File: src/design/tcce_pkg.sv
`default_nettype none
package tcce_pkg;
	localparam logic [2:0] FUNC_PUT   = 3'd0;
	localparam logic [2:0] FUNC_CLEAR = 3'd1;
	localparam logic [2:0] FUNC_ATTR  = 3'd2;
	localparam logic [2:0] FUNC_MOVE  = 3'd3;
	localparam logic [2:0] FUNC_READ  = 3'd4;

	localparam logic [7:0] CODE_NEWLINE   = 8'd10;
	localparam logic [7:0] CODE_RETURN    = 8'd13;
	localparam logic [7:0] CODE_TAB       = 8'd9;
	localparam logic [7:0] CODE_BACKSPACE = 8'd8;
	localparam logic [7:0] BLANK_CHAR     = 8'h20;
	localparam logic [7:0] ATTR_RESET     = 8'h07;

	// classified operation handed from front to back
	typedef enum logic [2:0] {
		OP_PRINT, OP_NEWLINE, OP_RETURN, OP_TAB, OP_BACKSPACE,
		OP_CLEAR, OP_ATTR, OP_MOVE_READ
	} op_t;

	typedef struct packed {
		op_t        op;
		logic       is_read;
		logic       is_move;
		logic [7:0] char_code;
		logic [7:0] attr_value;
		logic [6:0] col;
		logic [5:0] row;
	} cmd_t;
endpackage
`default_nettype wire

File: src/design/tcce_front.sv
`default_nettype none
module tcce_front #(
	parameter int COLUMNS = 80,
	parameter int ROWS = 25
) (
	input  wire logic           clk,
	input  wire logic           arst_n,
	input  wire logic           in_valid,
	output      logic           in_ready,
	input  wire logic [2:0]     func,
	input  wire logic [7:0]     char_code,
	input  wire logic [7:0]     attr_value,
	input  wire logic [6:0]     col,
	input  wire logic [4:0]     row,
	output      logic           q_valid,
	input  wire logic           q_pop,
	output tcce_pkg::cmd_t      q_cmd
);
	// two-entry queue
	tcce_pkg::cmd_t ent_q [2];
	logic [1:0] cnt_q;
	logic       rd_q, wr_q;
	tcce_pkg::cmd_t c;
	logic       push;

	assign in_ready = cnt_q != 2'd2;
	assign push     = in_valid && in_ready;
	assign q_valid  = cnt_q != 2'd0;
	assign q_cmd    = ent_q[rd_q];

	always_comb begin
		c = '0;
		c.char_code  = char_code;
		c.attr_value = attr_value;
		c.col = (col > 7'(COLUMNS - 1)) ? 7'(COLUMNS - 1) : col;
		c.row = (row > 5'(ROWS - 1)) ? 6'(ROWS - 1) : {1'b0, row};
		c.op = tcce_pkg::OP_MOVE_READ;
		unique case (func)
			tcce_pkg::FUNC_PUT: begin
				case (char_code)
					tcce_pkg::CODE_NEWLINE:   c.op = tcce_pkg::OP_NEWLINE;
					tcce_pkg::CODE_RETURN:    c.op = tcce_pkg::OP_RETURN;
					tcce_pkg::CODE_TAB:       c.op = tcce_pkg::OP_TAB;
					tcce_pkg::CODE_BACKSPACE: c.op = tcce_pkg::OP_BACKSPACE;
					default:                  c.op = tcce_pkg::OP_PRINT;
				endcase
			end
			tcce_pkg::FUNC_CLEAR: c.op = tcce_pkg::OP_CLEAR;
			tcce_pkg::FUNC_ATTR:  c.op = tcce_pkg::OP_ATTR;
			tcce_pkg::FUNC_MOVE:  c.is_move = 1'b1;
			tcce_pkg::FUNC_READ:  c.is_read = 1'b1;
			default: ;
		endcase
	end

	always_ff @(posedge clk) if (push) ent_q[wr_q] <= c;

	always_ff @(posedge clk or negedge arst_n) begin
		if (!arst_n) begin
			cnt_q <= '0; rd_q <= 1'b0; wr_q <= 1'b0;
		end else begin
			if (push) wr_q <= ~wr_q;
			if (q_pop) rd_q <= ~rd_q;
			cnt_q <= cnt_q + 2'(push) - 2'(q_pop);
		end
	end
endmodule
`default_nettype wire

File: config.mk
export PLATFORM = sky130hd
export DESIGN_NAME = tcce_front
export DESIGN_NICKNAME = d
export VERILOG_FILES = /design/src/design/tcce_pkg.sv /design/src/design/tcce_front.sv
export SDC_FILE = /design/constraint.sdc
export NUM_CORES = 1
export LEC_CHECK = 0
export BUFFER_PORTS_ARGS = -buffer_cell sky130_fd_sc_hd__buf_2
export CAP_MARGIN = 10
export CORE_ASPECT_RATIO = 1.25
export CORE_UTILIZATION = 52
export DETAILED_ROUTE_END_ITERATION = 12
export PLACE_DENSITY = 0.85
export SLEW_MARGIN = 20
export SYNTH_ARGS = -nofsm -noshare
export SYNTH_HDL_FRONTEND = slang
export SYNTH_SLANG_ARGS = --single-unit
File: constraint.sdc
create_clock -name clk -period 3.2 [get_ports clk]
set_input_delay 0.32 -clock clk [delete_from_list [all_inputs] [get_ports clk]]
set_output_delay 0.32 -clock clk [all_outputs]
set_load 0.03 [all_outputs]
==> results of run 1 <==
cells by family after synthesis:
group	share of synthesized area, %
DFF	75.74
adders and majority gates	0.9102
xor gates and xnor gates	1.593
and+or+nand+nor	5.007
buffers and inverters	1.820
other	0.1364
muxes	13.52
AOI/OAI and AO/OA	1.275
final timing paths:
| check | start | to | slack (ns) | cells past startpoint |
|---|---|---|---|---|
| worst max-delay path | rd_q | q_cmd[33] | 0.91 | 3 |
| worst min-delay path | attr_value[5] | ent_q[0][17] | 0.17 | 1 |
| worst max register to register | cnt_q[1] | ent_q[0][8] | 1.39 | 3 |
| worst min register to register | cnt_q[0] | cnt_q[0] | 0.53 | 1 |
| max in group asynchronous | arst_n | rd_q | 2.76 | 2 |
| min in group asynchronous | arst_n | cnt_q[0] | 0.32 | 2 |
metrics by stage:
step                      hold slack [ns]  power, mW  utilization (%)
final                              0.1710      3.314            66.82
after global routing               0.1509      3.466            66.82
after CTS                          0.1549      3.350            66.82
after detailed placement           0.1353      2.521            61.97
after global placement             0.1334      2.499            61.97
after floorplan                   0.02441      2.224                -
power by group through the flow:
stage          clock (mW)  sequential, mW  combinational [mW]
4_1_cts             0.841            1.35                1.16
5_1_grt             0.877            1.37                1.22
6_report            0.826            1.34                1.15
2_1_floorplan           0            1.32               0.908
3_3_place_gp            0            1.36                1.14
3_5_place_dp            0            1.36                1.16
worst max-delay path: cells and delay by family (launching register included):
kind | cells | cell delay (ns)
buf+inv | 2 | 0.58
flops | 1 | 0.68
mux | 1 | 0.38
layout by cell type (no fill, tap or decap), types with 4 or more instances in the layout:
cell,netlist,layout
nor2_1,5,4
dfrtp_1,4,4
xnor2_1,4,4
nand2_1,5,5
edfxtp_1,66,66
clkbuf_8,0,9
nand2b_1,5,5
buf_2,1,69
mux2_2,33,33
synthesized netlist by cell type (all sizes together):
cell | n | area share (%)
o21ai | 2 | 0.36
conb | 1 | 0.14
clkbuf | 3 | 0.41
inv | 1 | 0.14
o41ai | 2 | 0.91
mux2 | 33 | 14
xor2 | 1 | 0.32
edfxtp | 66 | 72
xnor2 | 4 | 1.3
and3 | 1 | 0.23
nor3b | 1 | 0.27
nor4 | 1 | 0.46
nor2 | 5 | 0.68
nand2 | 5 | 0.68
nor2b | 2 | 0.46
and2 | 3 | 0.68
ha | 2 | 0.91
nand2b | 5 | 1.1
dfrtp | 4 | 3.6
buf | 5 | 1.3
nor3 | 1 | 0.18
or2 | 1 | 0.23
timing repair:
action,in CTS,in global routing
buffers inserted,0,0
hold buffers,1,0
endpoints found under the hold margin,4,0
gates resized for setup,0,0
setup endpoints to repair,0,0
registers in the layout, summed over array words and instances (netlist names):
register	flops
cnt_q	2
rd_q	1
wr_q	1
ent_q	66
routing by layer:
layer	up-vias	share of wire, %	GRT usage [%]
met4	0	1.9	9.284
li1	707	-	-
met5	-	0	0
met2	66	50	27.27
met3	9	6.0	6.044
met1	726	42	21.99
cell type report:
class / count / share of cell area [%]
Inverter: 1 / 0.1106
Timing Repair Buffer: 72 / 10.91
Sequential cell: 70 / 61.33
Multi-Input combinational cell: 70 / 18.39
Clock inverter: 7 / 3.317
Clock buffer: 9 / 3.649
Tap cell: 62 / 2.285
==> results_dict.tcl, run 1 <==
set metrics [dict create \
    status "completed" \
    finalWorstSetupSlack_ns 0.9070 \
    post-route-drc-count 0 \
    min_period_ns 2.293 \
    design_area_um2 3395 \
    final-max-slew-violation-count 0 \
    grt_pass1_wl_um 6920 \
    power.switching_mw 1.139 \
    critPathKind "reg2out" \
    ctsRootBufferMaster "clkbuf_8" \
    crit_fanout 21 \
    seq_area_frac_synth_pct 75.74 \
    comb_power_share_pct 34.6 \
    die_y_um 83.29 \
    p_clk_share_pct 24.9 \
    ys_types 24 \
    ff_latch_area_um2 2082 \
    die-area_um2 5583 \
    vias 1508 \
    power_density_nw_per_um2 976.4 \
    wire_per_inst_um 15.47 \
    worstPathCellList "buf_4 > mux2_2 > buf_2" \
    fmax_mhz 436.1 \
    grt_max_degree 34 \
    placedCellCount 274 \
    worst_skew_pair.late_latency_ns 0.33 \
    critPathLaunchType "register" \
    drt_iter0_drc 106 \
    cts_sinks 70 \
    irDropWorstVdd_uv 487.1 \
    start_util_pct 54.11 \
    grt_pass1_vias 1461 \
    synth_fp_nets 186 \
    io_pins 71 \
    min_period_over_period_pct 71.65 \
    maxCapViolations 0 \
    area_delta_synth_final_pct 23.49 \
    gr-total-overflow 0 \
    critical_path_arrival_ns 1.97 \
    synth_area_um2 2749 \
    ys_warn_count 0 \
    antenna_cells 0 \
    htreeDepth 3 \
    core_um2 5080 \
    numPortBuffers 69 \
    critPathSlowestCell "dfrtp_1" \
    fillCellCount 359 \
    cpPeakStageDelay_ns 0.68 \
    swShare_pct 34.36 \
    seqPwrFrac_pct 40.5 \
    gp_congestion 0.6984 \
    multiInputGateArea_um2 624.3 \
    viasPerCell 5.182 \
    rows 29 \
    nNetsFinal 261 \
    place_ws_ns 1.246 \
    setup_tns_ns 0 \
    syn-instance-count 149 \
    intPower_mw 2.176 \
    wl_um 4502 \
    cts_max_path_buffers 2 \
    antenna_found_initial 0 \
    finClkSkew_ns 0.004798 \
    finalSetupViolCount 0 \
    ys_seq_elements 70 \
    cts_tree "done" \
    worst_pin_slew_ns 0.9559 \
    final_hold_viol_count 0 \
    clk_pin_slew_ns 0.07 \
    max_slew_margin_pct 36.12 \
    worstSetupEndpointType "output port" \
    drive_gt1_share_pct 53.71 \
    drt-pass1-iter-count 4 \
    die_w_um 67.03 \
    cp.required_ns 2.88 \
    power_leakage_nw 1.283 \
    ant_nets 0 \
    numCtsBuffers 9 \
    place_area_um2 3148 \
    synth.avg_cell_area_um2 18.45 \
    grt_usage_pct 17.84 \
    stdcell_count 291 \
    hold_class "in2reg" \
    grt_setup_unrepaired "no" \
    dpl.hpwl_um 2909 \
]
Power figures use the tool's default switching activity.
==> inputs of run 2 (changes only) <==
Settings changed: CORE_UTILIZATION 52 to 47, PLACE_DENSITY 0.85 to 0.81.
Clock period 3.2 ns to 1.9 ns, I/O delays scaled along.
==> run 2 against run 1 <==
Effect of this change: die area grew 10%; critical path depth is the same; cell count grew 1.0%.
==> results_dict.tcl, run 2 (synthesis gave the netlist of run 1 again) <==
set metrics [dict create \
    crit_fanout 34 \
    worstPathCellList "buf_12 > mux2_2 > buf_2" \
    io_pins 71 \
    final_hold_viol_count 0 \
    finalSetupViolCount 0 \
    layout_commonest_cell "buf_2" \
    cpLargestDelayFamily "buffers and inverters" \
    critPathLaunch "rd_q" \
    ctsRootBufferMaster "clkbuf_8" \
    setup_tns_ns 0 \
    antenna_cells 0 \
    cts_max_path_buffers 2 \
    drt-pass1-iter-count 4 \
    grt_pass1_wl_um 7120 \
    hold_class "in2reg" \
    nNetsFinal 262 \
    grt_setup_unrepaired "no" \
    irDropWorstVdd_uv 845.1 \
    grt_max_degree 35 \
    final-max-slew-violation-count 0 \
    wire_per_inst_um 15.69 \
    gp_congestion 0.6953 \
    seqPwrFrac_pct 40.7 \
    finClkSkew_ns 0.01236 \
    postCtsSetupRepairBufs 0 \
    critPathLaunchType "register" \
    critical_path_arrival_ns 1.49 \
    fillCellCount 423 \
    die-area_um2 6160 \
    cts_sinks 70 \
    critPathSlowestCell "dfrtp_1" \
    power_density_nw_per_um2 1598 \
    viasPerCell 5.007 \
    hold_start "attr_value[6]" \
    fmax_mhz 594.5 \
    numPortBuffers 69 \
    cp.required_ns 1.71 \
    power_leakage_nw 1.275 \
    final_cell_mix "69 x buf_2, 66 x edfxtp_1, 33 x mux2_2, 9 x clkbuf_8" \
    core_um2 5518 \
    worstSetupEndpointType "output port" \
    antenna_found_initial 0 \
    largest-register "ent_q" \
    swShare_pct 36.12 \
    die_w_um 70.40 \
    min_period_over_period_pct 88.53 \
    intPower_mw 3.467 \
    worst_skew_pair.late_latency_ns 0.35 \
    min_period_ns 1.682 \
    rows 30 \
    critPathKind "reg2out" \
    gr-total-overflow 0 \
    largest_reg_flops 66 \
    area_delta_synth_final_pct 23.53 \
    drt_iter0_drc 84 \
    grt_pass1_vias 1514 \
    ant_nets 0 \
    start_util_pct 49.82 \
    post-route-drc-count 0 \
    status "completed" \
    comb_power_share_pct 38.2 \
    cpPeakStageDelay_ns 0.37 \
    numCtsBuffers 9 \
    drive_gt1_share_pct 54.35 \
    cts_tree "done" \
    reg_top3 "ent_q x66, cnt_q x2" \
    power.switching_mw 1.960 \
    fin_util_pct 61.54 \
    vias 1472 \
    grt_usage_pct 16.25 \
    dpl.hpwl_um 3024 \
    die_y_um 87.51 \
    p_clk_share_pct 21.1 \
    maxCapViolations 0 \
    htreeDepth 3 \
    cts_resized 0 \
    clk_pin_slew_ns 0.08 \
    wl_um 4614 \
    r2r-start "cnt_q[1]" \
    critPathBufInv 2 \
]
run 2: power groups by stage:
stage	registers, mW	logic [mW]	clock network [mW]
global route	2.25	2.19	1.22
floorplan	2.21	1.54	0
CTS	2.21	2.11	1.17
global placement	2.22	2.08	0
finish	2.21	2.07	1.14
detailed placement	2.25	2.10	0
run 2: final cells by class:
cell class | instances | area, um2 | share of cell area [%]
flip-flops and latches | 70 | 2082 | 61.31
well taps | 64 | 80.08 | 2.358
clock buffers | 9 | 123.9 | 3.648
inverters | 1 | 3.754 | 0.1105
repair buffers | 73 | 415.4 | 12.23
multi-input cells | 70 | 625.6 | 18.42
clock inverters | 7 | 65.06 | 1.916
run 2: timing repair:
item,CTS,global route
hold buffers,1,0
hold endpoints to repair,4,0
endpoints found under the setup margin,0,0
run 2: per-stage QoR:
stage	instances	setup slack (ns)	hold slack, ns	total power, mW	area [um2]
after global routing	294	0.1626	0.01783	5.661	3396
after floorplan	149	0.1166	-0.1056	3.750	2758
final	294	0.2179	0.02518	5.427	3396
after global placement	277	0.4009	0.002209	4.304	3197
after CTS	294	0.1917	0.01223	5.491	3396
after detailed placement	277	0.3079	0.004290	4.349	3197
run 2: per-layer routing:
metal	vias up	part of all wire (%)	global-route usage [%]
li1	711	-	-
met1	697	39	16.94
met2	53	52	27.88
met3	11	6.5	5.093
met4	0	2.3	11.45
met5	-	0	0
run 2: path summary, 6_finish.rpt:
| path | endpoint | slack [ns] | cells past startpoint |
|---|---|---|---|
| setup / recovery | q_cmd[18] | 0.22 | 3 |
| hold / removal | ent_q[0][18] | 0.03 | 1 |
| setup reg to reg | cnt_q[1] | 0.31 | 7 |
| hold reg to reg | cnt_q[0] | 0.52 | 1 |
| max in group asynchronous | rd_q | 1.58 | 2 |
| min in group asynchronous | cnt_q[0] | 0.19 | 2 |
run 2: worst reg2reg max path, stage by stage (launching register included):
cell and delay [ns]:
dfrtp_1 0.40, nand2b_1 0.11, nand2_1 0.14, ha_1 0.31, inv_1 0.04, ha_1 0.18
xnor2_1 0.19, xnor2_1 0.15
==> inputs of run 3 (changes only) <==
Settings changed: ABC_CLOCK_PERIOD_IN_PS set to 1700, CORE_UTILIZATION 47 to 52, PLACE_DENSITY 0.81 to 0.85.
Clock period 1.9 ns to 1.7 ns, I/O delays scaled along.
==> run 3 against run 2 <==
Effect of this change: largest power group unchanged; highest routed layer unchanged; utilization increased by 7.4 points; register-to-register slack got worse by 0.21 ns; final area increased by 3.1%.
==> results_dict.tcl, run 3 (synthesis gave the netlist of run 1 again) <==
set metrics [dict create \
    status "completed" \
    ff2ff_path_depth 7 \
    grt_use_met1_pct 20.19 \
    post-route-drc-count 0 \
    drt_iter0_drc 61 \
    largest_reg_flops 66 \
    r2r-start "cnt_q[0]" \
    viasPerCell 5.144 \
    core_um2 5080 \
    critPathKind "reg2out" \
    min_period_ns 1.665 \
    grt_pass1_vias 1603 \
    final_hold_viol_count 0 \
    postCtsSetupRepairBufs 0 \
    r2r_setup_slack_ns 0.10 \
    critical_path_arrival_ns 1.50 \
    die_w_um 67.03 \
    reg_top3 "ent_q x66, cnt_q x2" \
    cts_max_path_buffers 2 \
    finClkSkew_ns 0.007495 \
    nNetsFinal 268 \
    io_pins 71 \
    top_usage_layer "met2" \
    clk_pin_slew_ns 0.08 \
    worstSetupEndpointType "output port" \
    numPortBuffers 69 \
    irDropWorstVdd_uv 1244 \
    die_y_um 83.29 \
    start_util_pct 54.11 \
    crit_fanout 7 \
    maxCapViolations 0 \
    power_density_nw_per_um2 1844 \
    grt_setup_unrepaired "yes" \
    seqPwrFrac_pct 38.6 \
    layout_commonest_cell "buf_2" \
    antenna_found_initial 0 \
    hold_start "char_code[3]" \
    wl_um 4761 \
    htreeDepth 3 \
    drive_gt1_share_pct 54.66 \
    area_delta_synth_final_pct 27.40 \
    dpl.hpwl_um 3050 \
    numCtsBuffers 9 \
    gr-total-overflow 0 \
    grt_pass1_wl_um 7355 \
    swShare_pct 34.34 \
    drt-pass1-iter-count 4 \
    met2_usage_pct 31.36 \
    wire_per_inst_um 15.98 \
    total_power_mw 6.459 \
    cts_sinks 70 \
    gp_congestion 0.6660 \
    final_cell_mix "69 x buf_2, 66 x edfxtp_1, 33 x mux2_2, 9 x clkbuf_8, 5 x nand2_1" \
    worst_skew_pair.late_latency_ns 0.34 \
    fmax_mhz 600.5 \
    comb_power_share_pct 37.3 \
    p_clk_share_pct 24.1 \
    reg2reg_to "cnt_q[1]" \
    hold_class "in2reg" \
    critPathLaunch "rd_q" \
    antenna_cells 0 \
    cp.required_ns 1.53 \
    timing.critical_path.to "q_cmd[32]" \
    met3_usage_pct 7.555 \
    largest-register "ent_q" \
    cts_tree "done" \
    vias 1533 \
    final-max-slew-violation-count 0 \
    grt_usage_pct 19.08 \
    finalSetupViolCount 0 \
    place_area_um2 3199 \
    design_area_um2 3502 \
    min_period_over_period_pct 97.96 \
    critPathLaunchType "register" \
    grt_max_degree 34 \
    power_leakage_nw 1.320 \
    ctsRootBufferMaster "clkbuf_8" \
    power.switching_mw 2.218 \
    rows 29 \
    ant_nets 0 \
    die-area_um2 5583 \
    intPower_mw 4.241 \
]
-- run 3: cell count changes in the layout (fill, tap and decap cells not counted), sizes merged --
cell	previous run	this run
buf	72	74
clkinvlp	1	2
dlygate4sd3	1	4
clkinv	5	2
bufinv	1	3
clkbuf	9	10
-- run 3: per-layer routing --
| layer | vias up | share of wire [%] |
|---|---|---|
| met1 | 752 | 38 |
| met5 | - | 0 |
| met3 | 11 | 4.4 |
| li1 | 726 | - |
| met4 | 0 | 2.5 |
| met2 | 44 | 55 |
-- run 3: layout make-up --
cell class	instances	area (um2)
repair buffers	79	473.0
clock inverters	7	112.6
clock buffers	9	123.9
inverters	1	3.754
multi-input cells	70	628.1
well taps	62	77.57
fillers	369	1578
flip-flops and latches	70	2083
-- run 3: critical path: stages, from the launching register on --
cell and delay (ns):
dfrtp_2 0.43, buf_4 0.19, mux2_2 0.35, buf_2 0.18
-- run 3: power by group through the flow --
stage          clock network (mW)  logic [mW]  registers (mW)
2_1_floorplan                   0        1.72            2.47
3_3_place_gp                    0        2.31            2.49
3_5_place_dp                    0        2.36            2.52
4_1_cts                      1.60        2.38            2.49
5_1_grt                      1.65        2.55            2.54
6_report                     1.56        2.41            2.49
-- run 3: metrics by stage --
stage	setup TNS, ns	hold WS [ns]	cells	util (%)	setup slack (ns)
final	0	0.02278	298	68.94	0.03469
after global routing	-0.1955	0.002406	298	68.94	-0.02102
after CTS	0	0.004143	297	68.42	0.02016
after detailed placement	0	-0.01687	277	62.98	0.1218
after global placement	0	-0.02002	277	62.98	0.2181
after floorplan	0	-0.1256	149	-	0.02942
-- run 3: how the worst min path moves through the flow --
stage	endpoint	depth (start not counted)
finish	ent_q[0][23]	1
CTS	ent_q[1][16]	1
floorplan	cnt_q[0]	0
global route	ent_q[0][23]	1
global placement	cnt_q[0]	1
detailed placement	cnt_q[1]	1
-- run 3: what timing repair did --
action,in CTS,in global routing
hold endpoints to repair,10,0
hold buffers,4,0
endpoints found under the setup margin,0,27
gates resized for setup,0,1
